### config.mk
export PLATFORM = sky130hd
export DESIGN_NAME = chacha20_block_function
export DESIGN_NICKNAME = d
export VERILOG_FILES = /design/src/design/c20_pkg.sv /design/src/design/c20_front.sv /design/src/design/c20_core.sv /design/src/design/c20_out.sv /design/src/design/chacha20_block_function.sv
export SDC_FILE = /design/constraint.sdc
export NUM_CORES = 2
export LEC_CHECK = 0
export BUFFER_PORTS_ARGS = -buffer_cell sky130_fd_sc_hd__buf_2
export CORE_MARGIN = 3
export CORE_UTILIZATION = 40
export DETAILED_ROUTE_END_ITERATION = 12
export GPL_ROUTABILITY_DRIVEN = 0
export PLACE_DENSITY = 0.55
export REMOVE_ABC_BUFFERS = 1
export SETUP_SLACK_MARGIN = 0.02
export SLEW_MARGIN = 20
export SYNTH_ARGS = -nofsm -noshare
export SYNTH_HDL_FRONTEND = slang
export SYNTH_SLANG_ARGS = --single-unit
### constraint.sdc
create_clock -name i_clk -period 36.5 [get_ports i_clk]
set_clock_uncertainty 0.2 [all_clocks]
set_input_delay 3.65 -clock i_clk [delete_from_list [all_inputs] [get_ports i_clk]]
set_output_delay 3.65 -clock i_clk [all_outputs]
set_load 0.005 [all_outputs]
### src/design/c20_pkg.sv
// shared types, constants and round functions of the chacha20 block function
// no dependencies; imported by every module of the block
package c20_pkg;

    localparam int WORD_W = 32;
    localparam int PAIRS  = 8;
    localparam int PAIR_W = 64;
    localparam int IDX_W  = $clog2(PAIRS);

    typedef logic [WORD_W-1:0] t_word;

    // word k of the state sits at bits 32k+31..32k, so pair i is bits 64i+63..64i
    typedef logic [15:0][WORD_W-1:0] t_state;
    typedef logic [PAIRS-1:0][PAIR_W-1:0] t_pairs;

    typedef struct packed {
        t_word [7:0] key;
        t_word       counter;
        t_word [2:0] nonce;
    } t_item;

    typedef struct packed {
        t_word a;
        t_word b;
        t_word c;
        t_word d;
    } t_quad;

    localparam t_word SIGMA_0 = 32'h6170_7865;
    localparam t_word SIGMA_1 = 32'h3320_646e;
    localparam t_word SIGMA_2 = 32'h7962_2d32;
    localparam t_word SIGMA_3 = 32'h6b20_6574;

    localparam int ROT_A = 16;
    localparam int ROT_B = 12;
    localparam int ROT_C = 8;
    localparam int ROT_D = 7;

    // state word indices a, b, c, d of each quarter round; column half then diagonal half
    localparam logic [3:0] QR_IDX [2][4][4] = '{
        '{ '{4'd0, 4'd4, 4'd8,  4'd12}, '{4'd1, 4'd5, 4'd9,  4'd13},
           '{4'd2, 4'd6, 4'd10, 4'd14}, '{4'd3, 4'd7, 4'd11, 4'd15} },
        '{ '{4'd0, 4'd5, 4'd10, 4'd15}, '{4'd1, 4'd6, 4'd11, 4'd12},
           '{4'd2, 4'd7, 4'd8,  4'd13}, '{4'd3, 4'd4, 4'd9,  4'd14} }
    };

    function automatic t_word rotl(t_word x, int n);
        return (x << n) | (x >> (WORD_W - n));
    endfunction

    function automatic t_quad quarter(t_word a_in, t_word b_in, t_word c_in, t_word d_in);
        t_word a;
        t_word b;
        t_word c;
        t_word d;
        a = a_in;
        b = b_in;
        c = c_in;
        d = d_in;
        a = a + b; d = rotl(d ^ a, ROT_A);
        c = c + d; b = rotl(b ^ c, ROT_B);
        a = a + b; d = rotl(d ^ a, ROT_C);
        c = c + d; b = rotl(b ^ c, ROT_D);
        return '{a: a, b: b, c: c, d: d};
    endfunction

    // one column round or one diagonal round: four independent quarter rounds
    function automatic t_state half_round(t_state s, logic diag);
        t_state r;
        t_quad  q;
        int     h;
        r = s;
        h = diag ? 1 : 0;
        for (int i = 0; i < 4; i++) begin
            q = quarter(s[QR_IDX[h][i][0]], s[QR_IDX[h][i][1]],
                        s[QR_IDX[h][i][2]], s[QR_IDX[h][i][3]]);
            r[QR_IDX[h][i][0]] = q.a;
            r[QR_IDX[h][i][1]] = q.b;
            r[QR_IDX[h][i][2]] = q.c;
            r[QR_IDX[h][i][3]] = q.d;
        end
        return r;
    endfunction

    function automatic t_state init_state(t_item it);
        t_state s;
        s[0] = SIGMA_0;
        s[1] = SIGMA_1;
        s[2] = SIGMA_2;
        s[3] = SIGMA_3;
        for (int i = 0; i < 8; i++) begin
            s[4 + i] = it.key[i];
        end
        s[12] = it.counter;
        s[13] = it.nonce[0];
        s[14] = it.nonce[1];
        s[15] = it.nonce[2];
        return s;
    endfunction

    function automatic t_state add_states(t_state x, t_state y);
        t_state s;
        for (int i = 0; i < 16; i++) begin
            s[i] = x[i] + y[i];
        end
        return s;
    endfunction

endpackage

### src/design/c20_front.sv
// front end: accepts key, nonce and counter words into a two-entry queue
// depends on c20_pkg
module c20_front (
    input  logic            i_clk,
    input  logic            i_rst_n,
    input  logic            push,
    output logic            full,
    input  logic [63:0]     i_key_words_0_1,
    input  logic [63:0]     i_key_words_2_3,
    input  logic [63:0]     i_key_words_4_5,
    input  logic [63:0]     i_key_words_6_7,
    input  logic [63:0]     i_nonce_words_0_1,
    input  logic [31:0]     i_nonce_word_2,
    input  logic [31:0]     i_block_counter,
    output logic            o_valid,
    output c20_pkg::t_item  o_item,
    input  logic            i_take
);
    import c20_pkg::*;

    t_item      r_mem [2];
    logic       r_wr;
    logic       r_rd;
    logic [1:0] r_count;
    t_item      n_item;
    logic       w_push;
    logic       w_take;

    always_comb begin
        n_item.key[0]   = i_key_words_0_1[31:0];
        n_item.key[1]   = i_key_words_0_1[63:32];
        n_item.key[2]   = i_key_words_2_3[31:0];
        n_item.key[3]   = i_key_words_2_3[63:32];
        n_item.key[4]   = i_key_words_4_5[31:0];
        n_item.key[5]   = i_key_words_4_5[63:32];
        n_item.key[6]   = i_key_words_6_7[31:0];
        n_item.key[7]   = i_key_words_6_7[63:32];
        n_item.counter  = i_block_counter;
        n_item.nonce[0] = i_nonce_words_0_1[31:0];
        n_item.nonce[1] = i_nonce_words_0_1[63:32];
        n_item.nonce[2] = i_nonce_word_2;
    end

    assign full    = (r_count == 2'd2);
    assign o_valid = (r_count != 2'd0);
    assign o_item  = r_mem[r_rd];
    assign w_push  = push && !full;
    assign w_take  = i_take && o_valid;

    always_ff @(posedge i_clk) begin
        if (!i_rst_n) begin
            r_wr    <= 1'b0;
            r_rd    <= 1'b0;
            r_count <= 2'd0;
        end else begin
            if (w_push) begin
                r_wr <= !r_wr;
            end
            if (w_take) begin
                r_rd <= !r_rd;
            end
            case ({w_push, w_take})
                2'b10:   r_count <= r_count + 2'd1;
                2'b01:   r_count <= r_count - 2'd1;
                default: r_count <= r_count;
            endcase
        end
    end

    always_ff @(posedge i_clk) begin
        if (w_push) begin
            r_mem[r_wr] <= n_item;
        end
    end

endmodule

### src/design/c20_core.sv
// round engine: one column or diagonal round a cycle, then the feed-forward add
// depends on c20_pkg
module c20_core #(
    parameter int DOUBLE_ROUNDS = 10
) (
    input  logic            i_clk,
    input  logic            i_rst_n,
    input  logic            i_valid,
    input  c20_pkg::t_item  i_item,
    output logic            o_take,
    output logic            o_out_valid,
    output c20_pkg::t_state o_out_words,
    input  logic            i_out_ready
);
    import c20_pkg::*;

    localparam int HALF_ROUNDS = 2 * DOUBLE_ROUNDS;
    localparam int RND_W       = (HALF_ROUNDS > 1) ? $clog2(HALF_ROUNDS) : 1;
    localparam logic [RND_W-1:0] RND_LAST = RND_W'(HALF_ROUNDS - 1);

    typedef enum logic [2:0] {
        S_IDLE = 3'b001,
        S_RUN  = 3'b010,
        S_DONE = 3'b100
    } t_core_state;

    t_core_state      r_state, n_state;
    logic [RND_W-1:0] r_round, n_round;
    t_state           r_work, n_work;
    t_state           r_init, n_init;

    assign o_out_valid = (r_state == S_DONE);
    assign o_out_words = add_states(r_work, r_init);

    always_comb begin
        n_state = r_state;
        n_round = r_round;
        n_work  = r_work;
        n_init  = r_init;
        o_take  = 1'b0;
        case (r_state)
            S_IDLE: begin
                if (i_valid) begin
                    o_take  = 1'b1;
                    n_work  = init_state(i_item);
                    n_init  = init_state(i_item);
                    n_round = '0;
                    n_state = S_RUN;
                end
            end
            S_RUN: begin
                // even steps are column rounds, odd steps diagonal rounds
                n_work = half_round(r_work, r_round[0]);
                if (r_round == RND_LAST) begin
                    n_state = S_DONE;
                end else begin
                    n_round = r_round + 1'b1;
                end
            end
            S_DONE: begin
                if (i_out_ready) begin
                    if (i_valid) begin
                        o_take  = 1'b1;
                        n_work  = init_state(i_item);
                        n_init  = init_state(i_item);
                        n_round = '0;
                        n_state = S_RUN;
                    end else begin
                        n_state = S_IDLE;
                    end
                end
            end
            default: begin
                n_state = S_IDLE;
            end
        endcase
    end

    always_ff @(posedge i_clk) begin
        if (!i_rst_n) begin
            r_state <= S_IDLE;
            r_round <= '0;
        end else begin
            r_state <= n_state;
            r_round <= n_round;
        end
    end

    always_ff @(posedge i_clk) begin
        r_work <= n_work;
        r_init <= n_init;
    end

endmodule

### src/design/c20_out.sv
// result buffer: holds one keystream block and shifts it out a word at a time
// depends on c20_pkg
module c20_out (
    input  logic                      i_clk,
    input  logic                      i_rst_n,
    input  logic                      i_load,
    input  c20_pkg::t_state           i_words,
    output logic                      o_ready,
    output logic                      empty,
    input  logic                      pop,
    output logic [63:0]               o_keystream_pair,
    output logic [c20_pkg::IDX_W-1:0] o_pair_index,
    output logic                      o_last_pair
);
    import c20_pkg::*;

    localparam logic [IDX_W-1:0] IDX_LAST = IDX_W'(PAIRS - 1);

    t_pairs           r_pairs;
    logic [IDX_W-1:0] r_idx;
    logic             r_valid;
    logic             w_pop;
    logic             w_load;

    assign empty            = !r_valid;
    assign o_keystream_pair = r_pairs[0];
    assign o_pair_index     = r_idx;
    assign o_last_pair      = (r_idx == IDX_LAST);
    assign w_pop            = pop && r_valid;
    // a new block may land in the cycle its predecessor's last word leaves
    assign o_ready          = !r_valid || (w_pop && o_last_pair);
    assign w_load           = i_load && o_ready;

    always_ff @(posedge i_clk) begin
        if (!i_rst_n) begin
            r_valid <= 1'b0;
            r_idx   <= '0;
        end else if (w_load) begin
            r_valid <= 1'b1;
            r_idx   <= '0;
        end else if (w_pop) begin
            r_valid <= !o_last_pair;
            r_idx   <= r_idx + 1'b1;
        end
    end

    always_ff @(posedge i_clk) begin
        if (w_load) begin
            r_pairs <= t_pairs'(i_words);
        end else if (w_pop) begin
            r_pairs <= {{PAIR_W{1'b0}}, r_pairs[PAIRS-1:1]};
        end
    end

endmodule

### src/design/chacha20_block_function.sv
// chacha20 block function: one 64-byte keystream block per item, as eight 64-bit words
// the first word shows once the engine has run all its rounds and the block sits in the result buffer
// the round engine does one column or diagonal round a cycle and sets the block rate; the
// eight result words drain meanwhile, one a cycle while pop is held high
// reset: synchronous, active low; empties the input queue and result buffer, engine idles
// depends on c20_pkg, c20_front, c20_core, c20_out
module chacha20_block_function #(
    parameter int DOUBLE_ROUNDS = 10
) (
    input  logic        i_clk,
    input  logic        i_rst_n,
    input  logic        push,
    output logic        full,
    input  logic [63:0] i_key_words_0_1,
    input  logic [63:0] i_key_words_2_3,
    input  logic [63:0] i_key_words_4_5,
    input  logic [63:0] i_key_words_6_7,
    input  logic [63:0] i_nonce_words_0_1,
    input  logic [31:0] i_nonce_word_2,
    input  logic [31:0] i_block_counter,
    output logic        empty,
    input  logic        pop,
    output logic [63:0] o_keystream_pair,
    output logic [2:0]  o_pair_index,
    output logic        o_last_pair
);
    import c20_pkg::*;

    logic   w_item_valid;
    t_item  w_item;
    logic   w_take;
    logic   w_blk_valid;
    t_state w_blk_words;
    logic   w_blk_ready;

    c20_front u_front (
        .i_clk             (i_clk),
        .i_rst_n           (i_rst_n),
        .push              (push),
        .full              (full),
        .i_key_words_0_1   (i_key_words_0_1),
        .i_key_words_2_3   (i_key_words_2_3),
        .i_key_words_4_5   (i_key_words_4_5),
        .i_key_words_6_7   (i_key_words_6_7),
        .i_nonce_words_0_1 (i_nonce_words_0_1),
        .i_nonce_word_2    (i_nonce_word_2),
        .i_block_counter   (i_block_counter),
        .o_valid           (w_item_valid),
        .o_item            (w_item),
        .i_take            (w_take)
    );

    c20_core #(
        .DOUBLE_ROUNDS (DOUBLE_ROUNDS)
    ) u_core (
        .i_clk       (i_clk),
        .i_rst_n     (i_rst_n),
        .i_valid     (w_item_valid),
        .i_item      (w_item),
        .o_take      (w_take),
        .o_out_valid (w_blk_valid),
        .o_out_words (w_blk_words),
        .i_out_ready (w_blk_ready)
    );

    c20_out u_out (
        .i_clk            (i_clk),
        .i_rst_n          (i_rst_n),
        .i_load           (w_blk_valid),
        .i_words          (w_blk_words),
        .o_ready          (w_blk_ready),
        .empty            (empty),
        .pop              (pop),
        .o_keystream_pair (o_keystream_pair),
        .o_pair_index     (o_pair_index),
        .o_last_pair      (o_last_pair)
    );

endmodule

Word-level counts from Yosys, hierarchy flattened
Memories as Yosys holds them, arrays and structs flattened. A register that Yosys moved wholly into a read port is not among the register bits.
Cells that the tools add are included.

operators by class
  add/subtract/negate cells = 36
  order comparisons = 33
  equal/unequal tests = 12
  mux-type cells = 111
  bitwise gates (word level) = 34
  reduce and logical (&&, ||, !) cells = 37

operator list
  operator             number
  $bwmux 512           16
  $mux 512             6
  $bmux 32 s4          16
  $demux 32 s4         16
  $pmux 512 s3         1
  $add 32x32->32       32
  $mux 32              32
  $pmux 512 s2         1
  $xor 32x32->32       16
  $mux 64              2
  $or 32x12->32        4
  $or 32x16->32        4
  $or 32x7->32         4
  $or 32x8->32         4
  $lt 4x5->1 const B   16
  $ge 4x1->1 const B   16
  $mux 57              1
  $ge 32x2->1 const B  1
  $not 32->32          1
  $logic_and 1x1->1    21
  $mux 5               3
  $pmux 5 s3           1
  $mux 1               9
  $mux 3               3
  24 further kinds     37

storage, ports and cells
  bits in registers = 1552
  RAM bits = 768
  bits of input ports = 388
  output and inout bits = 70
  memories kept = 1

memories
  memory         depth  width  read ports  clocked after memory_dff  wr ports  RTL line         source
  u_front.r_mem  2      384    1           1                         1         c20_front.sv:21  t_item r_mem [2];

Depth between registers and ports, before layout
  depth after elaboration = 35
  gate-level depth with buffers = 73

Hierarchy
From an unflattened synthesis, not the netlist that was laid out.

unflattened totals
  cell total of the unflattened synthesis = 12984
  area, all modules = 144143.2 µm²

by module, submodules not included
  module     instances  cells an instance  area an instance (µm²)  sequential area each (µm²)
  c20_core   1          9540               87507.7                 27066.0
  c20_out    1          2223               28544.9                 15454.8
  c20_front  1          1221               28090.7                 23162.2

Worst setup path before layout
OpenSTA, ideal clock, no wires.

  path type = input-to-reg
  from = in push
  to = reg u_front.r_wr
  arrival = 20769 ps
  required time = 36167 ps
  setup slack = 15398 ps
  cell stages on the path = 3
  buffers on the path = 0
  path through = nand2_1 nor2_1 o21a_1

between the ends
  word-level cells in the longest chain between the ends = 1

ends and longest elaborated chain
  what                    RTL line                       source
  start: declaration      chacha20_block_function.sv:12  input logic push,
  $logic_and 1x1->1       c20_front.sv:47                assign w_push = push && !full;
  end signal: assignment  c20_front.sv:57                r_wr <= !r_wr;
  end: declaration        c20_front.sv:22                logic r_wr;

Every way passes these cells.
A chain may end at the register's enable or synchronous reset.

==> impl_metrics.ini <==
[status]
status = finished clean

[synthesis]
syn_inst = 12300
yosysWarnings = 0
synthTopCellsByArea = edfxtp_1, ha_1, xnor2_1, mux2_2, xor2_1
synth_fa_ha_area_share_pct = 8.44
synth_top_family_by_area = compound AO/OA/AOI/OAI gates
syn_area_per_cell_sq_um = 11.0
async_flop_share_pct = 0
synth.largest_area_cell = edfxtp_1
synthFlopType = edfxtp_1
synth_mux_area_share_pct = 7.34
ys_types = 112
synth_top_area_share_pct = 48.5
synth_xor_area_share_pct = 9.92
synth_compound_area_share_pct = 12.8
ys_seq_area_share_pct = 48.7
ys_ff_latch = 2193
yosys.area_share.simple_pct = 10.1
synth_edf_count = 2176
netlist_area_sq_mm = 0.135

[timing]
rsz0062_at_grt = false
drv_slew = 0
finalHoldViolCount = 0
slew_headroom_pct = 6.31
setup_viol = 0
period_share_pct = 52.3
setup_tns_ps = 0
maxClockFrequency_ghz = 0.0524
fin_crit_ps = 19090
tightest_slew_ps = 1400

[cts]
cts.clk_slew.worst_paths_ps = 60
cts_root_buf = clkbuf_16
cts_tree = done
cts.sinks = 2193
post_cts_resized = 0
clk_path_buf_depth = 4
clock_latency_ps = 990
cts_hold_buf = 0
cts_made_buffers = 267
cts_setup_buffers = 0
ctsHtreeMaxLevel = 5

[setup_path]
startpoint_type = flip-flop
r2r_cells = 64
cpMostUsedCell = a21oi_1
cp.arrival_ps = 19690
slowest_stage = mux2i_1
worstPathMaxFanout = 62
criticalPathCategory = flip-flop to flip-flop
reg2reg_slack_ps = 17410
critPathRequiredTime_ps = 37100
cp-end-kind = flip-flop
critical-path-max-stage-delay_ps = 880

[placement]
port-buffer-count = 457
dpl.hpwl_microns = 476000
placed_area_sq_mm = 0.142

[floorplan]
die_w_microns = 587
design.die.area_sq_mm = 0.344
ios = 458
core-area_sq_mm = 0.334
rows = 212
start_util_pct = 40.3
die_height_microns = 587

[finish]
nNetsFinal = 14000
final_area_sq_mm = 0.151
final_common_cell = edfxtp_1
multi_input_area_sq_mm = 0.0659
utilization_pct = 45.1
ff_latch_area_sq_mm = 0.0657
drive_above_1_share_pct = 13.4
final_cell_mix = edfxtp_1, nand2_1, a21oi_1, nor2_1, ha_1
areaGrowthSynthToFinish_pct = 11.9
fillCellCount = 31000

[global_routing]
grt_pass1_wl_microns = 794000
grt_use_total_pct = 33.0
grt_max_degree = 206
overflow = 0
antenna_found_initial = 58
grt_pass1_vias = 101000

[routing]
wl_per_cell_microns = 34.1
vias = 107000
route.met2.wl_microns = 236000
drt-met1-wl_microns = 219000
wirelength_microns = 593000
viasPerCell = 6.15
drt_iter0_markers = 15800
dr_wl_met3_microns = 77500
first_pass_iters = 9
post-route-drc-count = 0
top_layer = met5
postRouteAntennaNets = 0

[min_path]
min_path_type = flip-flop to flip-flop
min_path_cells = 2

[job]
drv_cap = 0
==> cell families after synthesis <==
family | after synthesis
simple gates | 3051
compound gates | 2862
flops | 2193
xor+xnor | 1477
mux | 913
fa+ha+maj | 894
buf+inv | 867
==> area by class of cell <==
cell class / instances / area share [%]
Tap cell: 4494 / 3.73
Antenna cell: 28 / 0.0464
Clock inverter: 142 / 1.01
Inverter: 413 / 1.04
Multi-Input combinational cell: 9197 / 43.7
Timing Repair Buffer: 606 / 2.34
Clock buffer: 326 / 4.64
Sequential cell: 2193 / 43.5
==> worst max-delay path: cells and delay by family (launching register included) <==
family	cells	cell delay [ps]
adder cells (fa/ha/maj)	5	1820
XOR/XNOR	9	3080
buffers and inverters	4	1750
multiplexers	1	880
AND/OR/NAND/NOR	9	1500
flip-flops	1	460
AO/OA/AOI/OAI	36	9140
==> cells in the mapped netlist, types with 42 or more instances <==
cell      instances
a21o_1          301
nor2_1          959
nand2_1        1117
o21bai_1        106
ha_1            867
inv_1           413
or3_1            42
and2_1          102
a211oi_1         48
mux2_2          601
nand2b_1        190
xor2_1          568
xnor2_1         876
a21oi_1         956
nor2b_1          99
o31ai_1          49
o21ai_0         817
clkbuf_1        334
nand3_1         168
o211ai_1         53
and3_1           64
o21a_1           99
mux2i_1         311
buf_4            65
edfxtp_1       2176
nor3_1          146
a31oi_1         121
==> flip-flops by register name, summed over array words and instances, names as in the netlist, named ones only <==
register / count
u_core.r_init: 384
u_out.r_valid: 1
u_out.r_pairs: 448
u_out.o_keystream_pair: 64
u_front.r_rd: 1
u_front.r_mem: 768
u_core.r_state: 3
u_front.r_count: 2
u_core.r_round: 5
u_out.o_pair_index: 3
u_core.r_work: 512
u_front.r_wr: 1
==> stage by stage <==
stage | std cells | hold slack, ps | worst slack (ps)
after floorplan | 11800 | 266 | -12620
after global placement | 16900 | 262 | 18880
after detailed placement | 16900 | 284 | 18330
final | 17400 | 289 | 17410
after global routing | 17400 | 313 | 17080
after CTS | 17400 | 292 | 18250
==> metal layers <==
layer / vias up / GRT usage [%]
met1: 52200 / 41.1
li1: 45600 / -
met4: 22 / 26.6
met2: 7219 / 46.0
met5: - / 0.235
met3: 1844 / 11.8
==> path summary, 6_finish.rpt <==
kind,start,to
setup reg to reg,u_core.r_round[0],u_core.r_work[166]
hold / removal,u_out.o_pair_index[1],u_out.o_pair_index[1]
hold reg to reg,u_out.o_pair_index[1],u_out.o_pair_index[1]
setup / recovery,u_core.r_round[0],u_core.r_work[166]
Power is left out: the tool's default activity adds up to more than one toggle a clock period on the data nets, which glitch-free logic cannot reach.
